[src/hw/rtl/tapid_pkg.sv]
`timescale 1ns / 1ps
`default_nettype none
// ----------------------------------------------------------------------------
// tapid_pkg
// Shared types, register map and arithmetic constants for the two-axis
// attitude PID core.
// ----------------------------------------------------------------------------
package tapid_pkg;

    localparam int ACCUM_BITS_DEF = 48;
    localparam int DRIVE_BITS_DEF = 24;

    localparam int FIELD_W   = 16;
    localparam int GAIN_W    = 16;
    localparam int ERR_W     = FIELD_W + 1;
    localparam int MUL_W     = 2 * ERR_W;
    localparam int PD_W      = MUL_W + 1;
    localparam int HALF_W    = 32;
    localparam int PART_W    = GAIN_W + HALF_W;
    localparam int CAT_W     = PART_W + HALF_W;
    localparam int CHUNK_W   = 16;
    localparam int REM_W     = 20;
    localparam int DIVT_W    = REM_W + CHUNK_W;
    localparam int Q_FRAC    = 12;

    // floor(t / 1e6) = floor((t >> 6) / 15625), exact for t < 2^36
    localparam logic [REM_W-1:0] DIV_CONST   = 20'd1000000;
    localparam int               DIV_SHIFT   = 6;
    localparam int               RECIP_W     = 31;
    localparam logic [RECIP_W-1:0] RECIP_MULT = 31'd1125899907;
    localparam int               RECIP_SHIFT = 44;
    localparam int               RECIP_PW    = DIVT_W - DIV_SHIFT + RECIP_W;

    localparam int APB_AW = 5;
    localparam int APB_DW = 32;
    localparam int REG_IW = 3;

    typedef enum logic [REG_IW-1:0] {
        REG_ROLL_KP  = 3'd0,
        REG_ROLL_KI  = 3'd1,
        REG_ROLL_KD  = 3'd2,
        REG_PITCH_KP = 3'd3,
        REG_PITCH_KI = 3'd4,
        REG_PITCH_KD = 3'd5
    } t_reg_idx;

    localparam logic [GAIN_W-1:0] RST_ROLL_KP  = 16'd4096;
    localparam logic [GAIN_W-1:0] RST_ROLL_KI  = 16'd2867;
    localparam logic [GAIN_W-1:0] RST_ROLL_KD  = 16'd1229;
    localparam logic [GAIN_W-1:0] RST_PITCH_KP = 16'd6144;
    localparam logic [GAIN_W-1:0] RST_PITCH_KI = 16'd4506;
    localparam logic [GAIN_W-1:0] RST_PITCH_KD = 16'd2048;

    typedef struct packed {
        logic [GAIN_W-1:0] kp;
        logic [GAIN_W-1:0] ki;
        logic [GAIN_W-1:0] kd;
    } t_gains;

    typedef struct packed {
        logic start;
        logic ack;
    } t_lane_ctl;

    typedef struct packed {
        logic idle;
        logic done;
    } t_lane_sts;

endpackage
`default_nettype wire

[src/hw/rtl/tapid_merge.sv]
`timescale 1ns / 1ps
`default_nettype none
// ----------------------------------------------------------------------------
// tapid_merge
// Joins the roll and pitch lanes into one result beat and holds it in the
// output register until the sink takes it.
// ----------------------------------------------------------------------------
module tapid_merge import tapid_pkg::*; #(
    parameter int DRIVE_BITS = DRIVE_BITS_DEF
) (
    input  wire logic                       i_clk,
    input  wire logic                       i_rst_n,
    input  wire t_lane_sts                  i_roll_sts,
    input  wire t_lane_sts                  i_pitch_sts,
    input  wire logic signed [DRIVE_BITS-1:0] i_roll_drive,
    input  wire logic signed [DRIVE_BITS-1:0] i_pitch_drive,
    output logic                            o_ack,
    output logic                            o_out_valid,
    input  wire logic                       i_out_ready,
    output logic signed [DRIVE_BITS-1:0]    o_roll_drive,
    output logic signed [DRIVE_BITS-1:0]    o_pitch_drive
);

    logic                          r_valid, n_valid;
    logic signed [DRIVE_BITS-1:0]  r_roll;
    logic signed [DRIVE_BITS-1:0]  r_pitch;
    logic                          load;

    assign load = i_roll_sts.done & i_pitch_sts.done & (~r_valid | i_out_ready);

    always_comb begin
        n_valid = r_valid;
        if (load) begin
            n_valid = 1'b1;
        end else if (i_out_ready) begin
            n_valid = 1'b0;
        end
    end

    always_ff @(posedge i_clk) begin
        if (!i_rst_n) begin
            r_valid <= 1'b0;
        end else begin
            r_valid <= n_valid;
        end
    end

    always_ff @(posedge i_clk) begin
        if (load) begin
            r_roll  <= i_roll_drive;
            r_pitch <= i_pitch_drive;
        end
    end

    assign o_ack         = load;
    assign o_out_valid   = r_valid;
    assign o_roll_drive  = r_roll;
    assign o_pitch_drive = r_pitch;

endmodule
`default_nettype wire

[config.mk]
export PLATFORM = sky130hd
export DESIGN_NAME = tapid_merge
export DESIGN_NICKNAME = d
export VERILOG_FILES = /design/src/hw/rtl/tapid_pkg.sv /design/src/hw/rtl/tapid_merge.sv
export SDC_FILE = /design/constraint.sdc
export NUM_CORES = 1
export LEC_CHECK = 0
export BUFFER_PORTS_ARGS = -buffer_cell sky130_fd_sc_hd__buf_2
export CAP_MARGIN = 5
export CORE_MARGIN = 2
export CORE_UTILIZATION = 32
export CTS_BUF_LIST = sky130_fd_sc_hd__clkbuf_2
export DETAILED_ROUTE_END_ITERATION = 8
export PLACE_DENSITY = 0.79
export SLEW_MARGIN = 20
export SYNTH_ARGS = -nofsm -noshare
export SYNTH_HDL_FRONTEND = slang
export SYNTH_SLANG_ARGS = --single-unit
export TNS_END_PERCENT = 20
[constraint.sdc]
create_clock -name i_clk -period 1.7 [get_ports i_clk]
set_clock_uncertainty 0.05 [all_clocks]
set_input_delay 0.085 -clock i_clk [delete_from_list [all_inputs] [get_ports i_clk]]
set_output_delay 0.085 -clock i_clk [all_outputs]
set_load 0.02 [all_outputs]
### Word level (Yosys, flattened, before mapping)

Cells that the tools add are included.

* register bits: 49
* output and inout bits: 50
* bits of input ports: 55
* word-level logic and storage cells: 10

* mux-type cells: 2
* reductions and logical operators: 1
* bitwise gates (word level): 4

Operator list (count)
* $and A1 B1 Y1: 2
* $mux W1: 2
* $reduce_bool A2 Y1: 1
* $not A1 Y1: 1
* $or A1 B1 Y1: 1

### Depth between registers and ports, before layout

Gate-level depths: netlist of the first run.

* depth in word-level cells: 4
* depth in mapped cells: 2
* gate-level depth less buffers: 2

### Least setup slack after synthesis of the first run

Ideal clock, no wire load.

* path type: reg-to-reg
* start point: register r_valid (netlist: o_out_valid)
* end point: register r_pitch[0] (netlist: o_pitch_drive[0]) (enable)
* setup slack: -0.107 ns
* required time: 1.257 ns
* stages on the path, launching flop included: 3
* library setup time: 0.393 ns
* buffers on the path: 0
* arrival: 1.364 ns
* period minus slack after synthesis: 1.807 ns
* cell sequence: dfxtp_1 > nand2b_1 > nor2b_4

* longest elaborated chain between the ends: 3

Ends and longest elaborated chain
* start, declared: RTL line tapid_merge.sv:24 `logic r_valid, n_valid;`
* start signal, assigned: RTL line tapid_merge.sv:44 `r_valid <= n_valid;`
* $not A1 Y1: RTL line tapid_merge.sv:29 `assign load = i_roll_sts.done & i_pitch_sts.done & (~r_valid | i_out_ready);`
* $or A1 B1 Y1: RTL line tapid_merge.sv:29
* $and A1 B1 Y1: RTL line tapid_merge.sv:29
* net o_ack: RTL line tapid_merge.sv:17 `output logic o_ack,`
* end signal, assigned: RTL line tapid_merge.sv:51 `r_pitch <= i_pitch_drive;`
* end, declared: RTL line tapid_merge.sv:26 `logic signed [DRIVE_BITS-1:0] r_pitch;`

The timed path passes the listed nets, and every way through them passes these cells.
A chain may end at the register's enable or synchronous reset.

### Worst setup path after layout of the first run

* start point: register r_valid (netlist: o_out_valid)
* end point: output o_ack

* longest elaborated chain between the ends: 3

Ends and longest elaborated chain (RTL line)
* $not A1 Y1: tapid_merge.sv:29
* $or A1 B1 Y1: tapid_merge.sv:29
* $and A1 B1 Y1: tapid_merge.sv:29
* end, declared: tapid_merge.sv:17

No other way between the ends.

==> impl_results.md, run 1 <==
- DR iter-0 viols: 65
- Max-cap violations: 0
- Die area: between 5000 and 6000 um^2
- Std cell rows: 24
- Root Buffer: clkbuf_2
- YS warnings: 0
- Top cell type by total area after synthesis: edfxtp_1
- Clock Latency Late Sink: approximately 0.4 ns
- Synth async-reset ratio: 0%
- Antenna violations before repair: 0
- Initial core utilization: about a third
- F_max: 0.625 GHz
- Post-Synthesis Cells: 53
- Die H: 72.4 um
- Post-route setup TNS: 0 ns
- Core area: roughly 4400 um^2
- Hold Crit Start: i_pitch_sts[0]
- Max rail drop VDD: between 0.6 and 0.7 mV
- Final max-slew violation count: 0
- Hold WC Path Type: primary input to flip-flop
- Number of setup buffers added after CTS: 0
- R2R Setup Slk: 0.41 ns
- Largest net degree at the start of global routing: 26
- Clk sinks: a little under 50
- First-pass GRT wire length: ~6 mm
- Power, Total: 0.00216 W
- Drt total wl: just under 4 mm
- Register Area: between 1000 and 1500 um^2
- GR Overflow Total: 0
- DRC: 0
- Setup repair after global routing missed its margin: no
- Number of synthesized register bits: 49
- Worst R2R End: o_pitch_drive[11]
- Post-Place Worst Slack: between 0.4 and 0.5 ns
- GRT Resource Usage Total: 15.9%
- Antenna-violating nets left: 0
- Crit. Startpoint: o_out_valid
- Number of flops mapped to enable cells by yosys: 48
- Seq/Total Area, Yosys: 97.7%
- Part of the cycle the worst path needs: between 90% and 100%
- Min-Delay Path Depth: 4
- Status: finished clean
- Post-layout min period: ~1.6 ns
- Final Hold Vio Count: 0
- Syn avg cell area: about 28 um^2
- Vias in the first global route: between 1,000 and 1,500
- TritonCTS Buffers: 5
- I/O Pins: between 100 and 150
- Crit path kind: flip-flop to output port
- Post-synth top area share: a little over nine tenths
- Initial DRT Pass Iterations: 4
- LEAKAGE: between 1 and 1.5 nW
- Crit-path max FO: 24
- Startpoint types: flip-flop
- Final GP Congestion: 0.683
- Worst r2r src: o_out_valid
- # nets final: between 200 and 300
- Fraction of layout cells with a size suffix above 1: 53.5%
- Hold Path End: o_roll_drive[11]
- Primary FF master, synth: edfxtp_1
- Worst slew margin: 79.8%
- Routed len/inst: approximately 15 um
- Final core area utilization: 59.6%
- Via density: about 4.3
- H-Tree Depth: 2
- Ant diodes: 0
- Synth top area cells: edfxtp_1 96%, dfxtp_1 1.3%, nor2b_4 0.92%
- CTS Buffer Depth: 2
- Worst path required time: ~1.6 ns
- Crit. End Element: output port
- Final setup margin: roughly 0.1 ns
- R2R cell count: 3
- Area of the multi-input gates: 42.5 um^2
- Die X: ~72 um
- CP Data Arrival Time: around 1.5 ns
- TritonCTS clock tree: done
- DR vias: around 1,200
- Tightest Pin Transition: between 0.3 and 0.4 ns
- Fillers: 321
- Mapped Nets: 108
- Setup-failing EPs final: 0
- Synth cell types: 6
- IO Port Bufs: 102
- Pwr dens: 815 nW/um^2
- Area Overhead vs Synth: 77.0%
- Worst-path clk slew: approximately 0.24 ns
- Top-count cell post-synth: edfxtp_1
- Synth Cell Area: 1500 um^2
==> repair_timing <==
item                                    CTS  global route
resized for setup                         0             1
endpoints found under the setup margin    0             1
hold buffers                             50             0
endpoints found under the hold margin    49             0
==> critical path: stages, from the launching register on <==
cell and delay (ns):
dfxtp_4 0.40, nand2b_4 0.07, nor2b_4 0.15, buf_6 0.24, buf_2 0.21
==> registers in the layout, summed over array words and instances, names as in the netlist <==
register       count
o_roll_drive      24
o_pitch_drive     24
o_out_valid        1
==> where the power goes <==
group          total, W  internal [W]  switching (W)  leakage [nW]
registers       0.00140       0.00139      0.0000127         0.458
clock network  0.000458      0.000106       0.000352        0.0310
logic          0.000302      0.000157       0.000145         0.648
total           0.00216       0.00165       0.000509          1.14
==> cell families after synthesis <==
| logic type | after synthesis | synth area share, % |
|---|---|---|
| compound gates | 1 | 0.752 |
| flops | 49 | 97.7 |
| simple gates | 3 | 1.59 |
==> final cells by class <==
class,count,share of cell area (%)
timing repair buffer,154,38.9
multi-input combinational,4,1.61
clock inverter,3,0.803
tap,52,2.46
sequential,49,55.3
clock buffer,5,0.945
==> worst max path at each step <==
stage	endpoint	slack, ns
after global placement	o_pitch_drive[5]	0.48
after detailed placement	o_roll_drive[0]	0.46
final	o_ack	0.10
after CTS	o_ack	0.02
after global routing	o_ack	0.003
after floorplan	o_pitch_drive[0]	-0.04
==> per-layer routing <==
layer	GRT usage, %	part of all wire [%]
met1	16.3	35
met2	27.5	51
met3	6.81	12
met4	8.02	1.9
met5	0	0
==> through the flow <==
stage / hold WS, ns / instances / instance area [um^2]
2_1_floorplan: 0.134 / 53 / 1510
3_3_place_gp: 0.211 / 209 / 2100
3_5_place_dp: 0.213 / 209 / 2100
4_1_cts: 0.275 / 267 / 2650
5_1_grt: 0.252 / 267 / 2650
6_report: 0.271 / 267 / 2650
==> placed cells by master (no fill, tap or decap), types with 5 or more instances in the layout <==
master	synthesis	final
edfxtp_1	48	48
clkbuf_2	0	5
buf_2	0	102
dlygate4sd3_1	0	50
Power figures use the tool's default switching activity.
==> run 2: changes to the inputs <==
--- a/config.mk
+++ b/config.mk
@@ -11,7 +11,7 @@
 export CORE_UTILIZATION = 32
 export CTS_BUF_LIST = sky130_fd_sc_hd__clkbuf_2
 export DETAILED_ROUTE_END_ITERATION = 8
-export PLACE_DENSITY = 0.79
+export PLACE_DENSITY = 0.77
 export SLEW_MARGIN = 20
 export SYNTH_ARGS = -nofsm -noshare
 export SYNTH_HDL_FRONTEND = slang
==> constraint.sdc (replaced) <==
create_clock -name i_clk -period 1.52 [get_ports i_clk]
set_clock_uncertainty 0.05 [all_clocks]
set_input_delay 0.076 -clock i_clk [delete_from_list [all_inputs] [get_ports i_clk]]
set_output_delay 0.076 -clock i_clk [all_outputs]
set_load 0.02 [all_outputs]
==> run 2 against run 1 <==
Compared with the run above: sequential power rose by 11%; count of clock-buffer cells in the layout increased by 1; global-route usage shrank 1.3 points; die area is the same; critical path type unchanged; critical path depth stayed put.
==> impl_results.md, run 2 (synthesis gave the netlist of run 1 again) <==
- DRC: 0 (unchanged)
- Die H: 72.4 um (unchanged)
- Worst R2R End: o_pitch_drive[9]
- Commonest non-fill, non-tap cell in the layout: buf_2
- GR Overflow Total: 0 (unchanged)
- Final max-slew violation count: 0 (unchanged)
- Area Overhead vs Synth: 80.9%
- Routed len/inst: 13.7 um (-6.2%)
- DR iter-0 viols: 20 (-69%)
- Part of the cycle the worst path needs: between 90 and 100%
- Crit. Startpoint: o_out_valid
- Final GP Congestion: 0.674 (-1.3%)
- Min-Delay Path Depth: 2 (-2)
- Met1 WL: 1.37 mm (+1.3%)
- Final core area utilization: 60.9% (+1.3 points)
- Std cell rows: 24 (unchanged)
- Setup-failing EPs final: 0 (unchanged)
- Antenna violations before repair: 0 (unchanged)
- Most frequent cells in the layout: 102 x buf_2, 50 x dlygate4sd3_1, 48 x edfxtp_1
- Worst setup path endpoint: o_ack
- Top sig layer: met4
- Initial DRT Pass Iterations: 4 (unchanged)
- Tightest Pin Transition: 0.242 ns (-0.0613 ns)
- R2R Setup Slk: 0.19 ns (-0.22 ns)
- Pwr dens: 952 nW/um^2 (+17%)
- Startpoint types: flip-flop
- F_max: about 0.71 GHz
- Vias in the first global route: 1,183 (-7.4%)
- Clk sinks: 49 (unchanged)
- Worst path required time: 1.39 ns (-0.17 ns)
- LEAKAGE: 1.17 nW (+2.5%)
- DR WL met3: 453 um (-4.2%)
- Root Buffer: clkbuf_2
- Hold WC Path Type: primary input to flip-flop
- Setup repair after global routing missed its margin: no
- Final Hold Vio Count: 0 (unchanged)
- Die X: 72.4 um (unchanged)
- Max-cap violations: 0 (unchanged)
- Crit path kind: flip-flop to output port
- Drt total wl: 3.69 mm (-5.5%)
- IO Port Bufs: 102 (unchanged)
- Worst slew margin: 83.9% (+4.1 points)
- Crit-path max FO: 2 (-92%)
- # nets final: 271 (+0.74%)
- Finished Layout Cells: 269 (+0.75%)
- Largest net degree at the start of global routing: 31 (+19%)
- Max rail drop VDD: 0.737 mV (+6.0%)
- Ant diodes: 0 (unchanged)
- Worst r2r src: o_out_valid
- H-Tree Depth: 2 (unchanged)
- Core area: 4440 um^2 (unchanged)
- GRT Resource Usage Total: 14.6% (-1.3 points)
- CTS Buffer Depth: 2 (unchanged)
- R2R cell count: 4 (+1)
- Metal2 WL: 1.82 mm (-8.9%)
- Worst-path clk slew: 0.24 ns (about the same)
- TritonCTS Buffers: 5 (unchanged)
- Die area: 5240 um^2 (unchanged)
- DR vias: 1,098 (-4.8%)
- Post-layout min period: between 1 and 1.5 ns
- CP Data Arrival Time: 1.29 ns (-0.17 ns)
- Clock Latency Late Sink: 0.39 ns (about the same)
- Fraction of layout cells with a size suffix above 1: 54.4% (+0.89 points)
- Via density: 4.08 (-5.5%)
- Initial core utilization: 33.7% (unchanged)
- First-pass GRT wire length: 5.51 mm (-7.7%)
- TritonCTS clock tree: done
- DP Cell Count: 209 (unchanged)
- Antenna-violating nets left: 0 (unchanged)
- Status: finished clean
- I/O Pins: 105 (unchanged)
- Crit. End Element: output port
[run 2: changes by cell type in the layout (fill, tap and decap cells not counted)]
cell       before  now
buf_6           1    0
buf_4           1    2
buf_12          0    2
bufinv_16       0    1
inv_6           1    0
clkinv_1        1    0
clkbuf_2        5    6
[run 2: how the worst min path moves through the flow]
stage	from	to
4_1_cts	i_roll_sts[0]	o_pitch_drive[7]
6_report	i_pitch_drive[0]	o_pitch_drive[0]
5_1_grt	i_pitch_drive[0]	o_pitch_drive[0]
3_5_place_dp	i_roll_drive[4]	o_roll_drive[4]
3_3_place_gp	i_roll_drive[3]	o_roll_drive[3]
2_1_floorplan	i_pitch_drive[0]	o_pitch_drive[0]
[run 2: area by class of cell]
| class | count | area [um^2] |
|---|---|---|
| tap | 52 | 65.1 |
| timing repair buffer | 156 | 1070 |
| fill | 315 | 1740 |
| clock buffer | 6 | 30.0 |
| clock inverter | 2 | 38.8 |
| sequential | 49 | 1470 |
| multi-input combinational | 4 | 42.5 |
[run 2: worst max-delay path, stage by stage, from the launching register on]
cell      delay [ns]
dfxtp_4         0.40
nand2b_4        0.06
nor2b_4         0.17
buf_12          0.11
buf_2           0.15
[run 2: stage by stage]
step	area (um^2)	total power [W]	setup slack, ns	TNS (ns)	hold WS, ns
floorplan	1510	0.00170	-0.219	-10.52	0.125
global placement	2110	0.00182	0.329	0	0.202
detailed placement	2110	0.00183	0.309	0	0.204
CTS	2700	0.00260	0.0426	0	0.212
global route	2710	0.00269	0.0250	0	0.255
finish	2710	0.00258	0.106	0	0.301
[run 2: metal layers]
layer | GRT usage (%) | up-vias
met5 | 0 | -
met4 | 4.94 | 0
met3 | 8.33 | 4
met2 | 24.6 | 76
met1 | 15.4 | 483
li1 | - | 535
[run 2: repair_timing]
action                                  in CTS  in global routing
pin swaps                                    0                  0
hold buffers                                50                  0
endpoints found under the setup margin       1                  1
resized for setup                            3                  0
buffers inserted                             1                  1
hold endpoints to repair                    49                  0
[run 2: power by group]
group / internal [W] / switching [W] / total, W / leakage, nW
Sequential: 0.00155 / 0.0000142 / 0.00156 / 0.458
Combinational: 0.000185 / 0.000160 / 0.000345 / 0.665
Clock: 0.000289 / 0.000379 / 0.000668 / 0.0432
==> run 3: changes to the inputs <==
--- a/config.mk
+++ b/config.mk
@@ -5,13 +5,14 @@
 export SDC_FILE = /design/constraint.sdc
 export NUM_CORES = 1
 export LEC_CHECK = 0
-export BUFFER_PORTS_ARGS = -buffer_cell sky130_fd_sc_hd__buf_2
 export CAP_MARGIN = 5
 export CORE_MARGIN = 2
 export CORE_UTILIZATION = 32
 export CTS_BUF_LIST = sky130_fd_sc_hd__clkbuf_2
 export DETAILED_ROUTE_END_ITERATION = 8
-export PLACE_DENSITY = 0.77
+export DONT_BUFFER_PORTS = 1
+export PLACE_DENSITY = 0.58
+export RECOVER_POWER = 50
 export SLEW_MARGIN = 20
 export SYNTH_ARGS = -nofsm -noshare
 export SYNTH_HDL_FRONTEND = slang
==> run 3 against run 2 <==
Compared with the run above: final cell count down 38%; first-iteration DRC count up 30%; die area unchanged; sequential share of layout area up 13 points; critical path type unchanged; critical endpoint unchanged; largest power group unchanged.
==> impl_results.md, run 3 (synthesis gave the netlist of run 1 again) <==
- Status: finished clean
- DP Wirelength: approximately 1.8 mm
- Tightest Pin Transition: 0.248 ns (+0.00623 ns)
- DR vias: 754 (-31%)
- Clock share of power: 21.2% (-4.7 points)
- I/O Pins: 105 (unchanged)
- DR iter-0 viols: 26 (+30%)
- Largest net degree at the start of global routing: 31 (unchanged)
- First-pass GRT wire length: 3.86 mm (-30%)
- Post-route cell area: 2190 um^2 (-19%)
- Placed Area: 1610 um^2 (-24%)
- Combinational share of power: 7.1% (-6.3 points)
- Final Hold Vio Count: 0 (unchanged)
- Core area: 4440 um^2 (unchanged)
- Ant diodes: 0 (unchanged)
- Final GP Congestion: 0.628 (-6.9%)
- H-Tree Depth: 2 (unchanged)
- LEAKAGE: 0.756 nW (-35%)
- IO Port Bufs: 0 (-100%)
- GRT Resource Usage Total: 10.2% (-4.3 points)
- Vias in the first global route: 799 (-32%)
- DRC: 0 (unchanged)
- Antenna-violating nets left: 0 (unchanged)
- Part of the cycle the worst path needs: 93.0% (about the same)
- CTS resizes: 0 (-3)
- Clock Latency Late Sink: 0.38 ns (about the same)
- Antenna violations before repair: 0 (unchanged)
- GR Overflow Total: 0 (unchanged)
- Switching Share: 22.8% (+1.3 points)
- Drt total wl: 2.93 mm (-20%)
- TritonCTS Buffers: 5 (unchanged)
- F_max: 0.707 GHz (about the same)
- Clk sinks: 49 (unchanged)
- Crit-path cells: nand2b_4 > nor2b_4 > buf_12
- Std cell rows: 24 (unchanged)
- TritonCTS clock tree: done
- Max-cap violations: 0 (unchanged)
- CP Data Arrival Time: 1.29 ns (about the same)
- CTS Buffer Depth: 2 (unchanged)
- Hold WC Path Type: primary input to flip-flop
- Commonest non-fill, non-tap cell in the layout: dlygate4sd3_1
- Sequential share of power: 71.6% (+11 points)
- Crit path kind: flip-flop to output port
- Most frequent cells in the layout: 50 x dlygate4sd3_1, 48 x edfxtp_1, 5 x clkbuf_2
- Worst path required time: 1.39 ns (about the same)
- Die H: 72.4 um (unchanged)
- Area Overhead vs Synth: 46.2%
- Fraction of layout cells with a size suffix above 1: 13.0% (-41 points)
- Routed len/inst: 17.6 um (+28%)
- Max rail drop VDD: 0.398 mV (-46%)
- Initial core utilization: 33.7% (unchanged)
- Die X: 72.4 um (unchanged)
- Power, Total: 0.00230 W (-11%)
- Root Buffer: clkbuf_2
- Critical path's largest stage delay: 0.42 ns (+0.02 ns)
- Via density: 4.51 (+11%)
- # nets final: 169 (-38%)
- Fillers: 368 (+17%)
- Final max-slew violation count: 0 (unchanged)
- Post-layout min period: 1.41 ns (-0.000458 ns)
- Startpoint types: flip-flop
- Initial DRT Pass Iterations: 3 (-1)
- Worst path slowest cell: dfxtp_4
- Die area: 5240 um^2 (unchanged)
- Internal Power: 0.00177 W (-12%)
- Setup-failing EPs final: 0 (unchanged)
- Crit. End Element: output port
- Worst slew margin: 83.5% (-0.38 points)
- Setup repair after global routing missed its margin: no
- Crit-path max FO: 15 (+13)
- Pwr dens: 1050 nW/um^2 (+10%)
- Sw Pwr: 0.000523 W (-5.4%)
- Worst-path clk slew: 0.22 ns (-0.02 ns)
## run 3: metal layers
| layer | vias to the layer above | GRT usage (%) | wire length [um] |
|---|---|---|---|
| li1 | 331 | - | - |
| met1 | 351 | 8.99 | 990 |
| met2 | 67 | 19.3 | 1600 |
| met3 | 5 | 4.86 | 301 |
| met4 | 0 | 4.94 | 43 |
| met5 | - | 0 | 0 |
## run 3: through the flow
step / setup WS [ns] / TNS (ns) / util, % / std cells / hold slack (ns)
after floorplan: -0.219 / -10.52 / - / 53 / 0.125
after global placement: 0.304 / 0 / 36.3 / 107 / 0.125
after detailed placement: 0.293 / 0 / 36.3 / 107 / 0.125
after CTS: 0.0278 / 0 / 48.5 / 165 / 0.103
after global routing: 0.0104 / 0 / 49.2 / 167 / 0.105
final: 0.106 / 0 / 49.2 / 167 / 0.155
## run 3: cell type report
cell class | count | area, um^2 | area share (%)
multi-input combinational | 4 | 42.5 | 1.94
clock inverter | 3 | 17.5 | 0.800
clock buffer | 5 | 25.0 | 1.14
timing repair buffer | 54 | 573 | 26.2
tap | 52 | 65.1 | 2.97
sequential | 49 | 1470 | 67.0
## run 3: final timing paths
| check | startpoint | endpoint | slack, ns | depth (start not counted) |
|---|---|---|---|---|
| worst min register to register | o_out_valid | o_roll_drive[5] | 0.90 | 3 |
| worst min-delay path | i_pitch_sts[0] | o_roll_drive[5] | 0.15 | 3 |
| worst max register to register | o_out_valid | o_pitch_drive[10] | 0.20 | 4 |
| worst max-delay path | o_out_valid | o_ack | 0.11 | 3 |
## run 3: power groups by stage
stage	Sequential, W	Clock [W]	Combinational, W
finish	0.00165	0.000488	0.000164
global route	0.00165	0.000573	0.000176
CTS	0.00165	0.000522	0.000153
detailed placement	0.00168	0	0.0000496
global placement	0.00168	0	0.0000481
floorplan	0.00167	0	0.0000290
## run 3: critical path: cells and delay by family, from the launching register on
family	cells	cell delay (ns)
and+or+nand+nor	2	0.29
buffers and inverters	1	0.19
DFF	1	0.42
## run 3: repair_timing
| action | in CTS | in global routing |
|---|---|---|
| setup buffers | 0 | 1 |
| hold buffers | 50 | 0 |
| setup endpoints to repair | 0 | 1 |
| hold endpoints to repair | 49 | 0 |
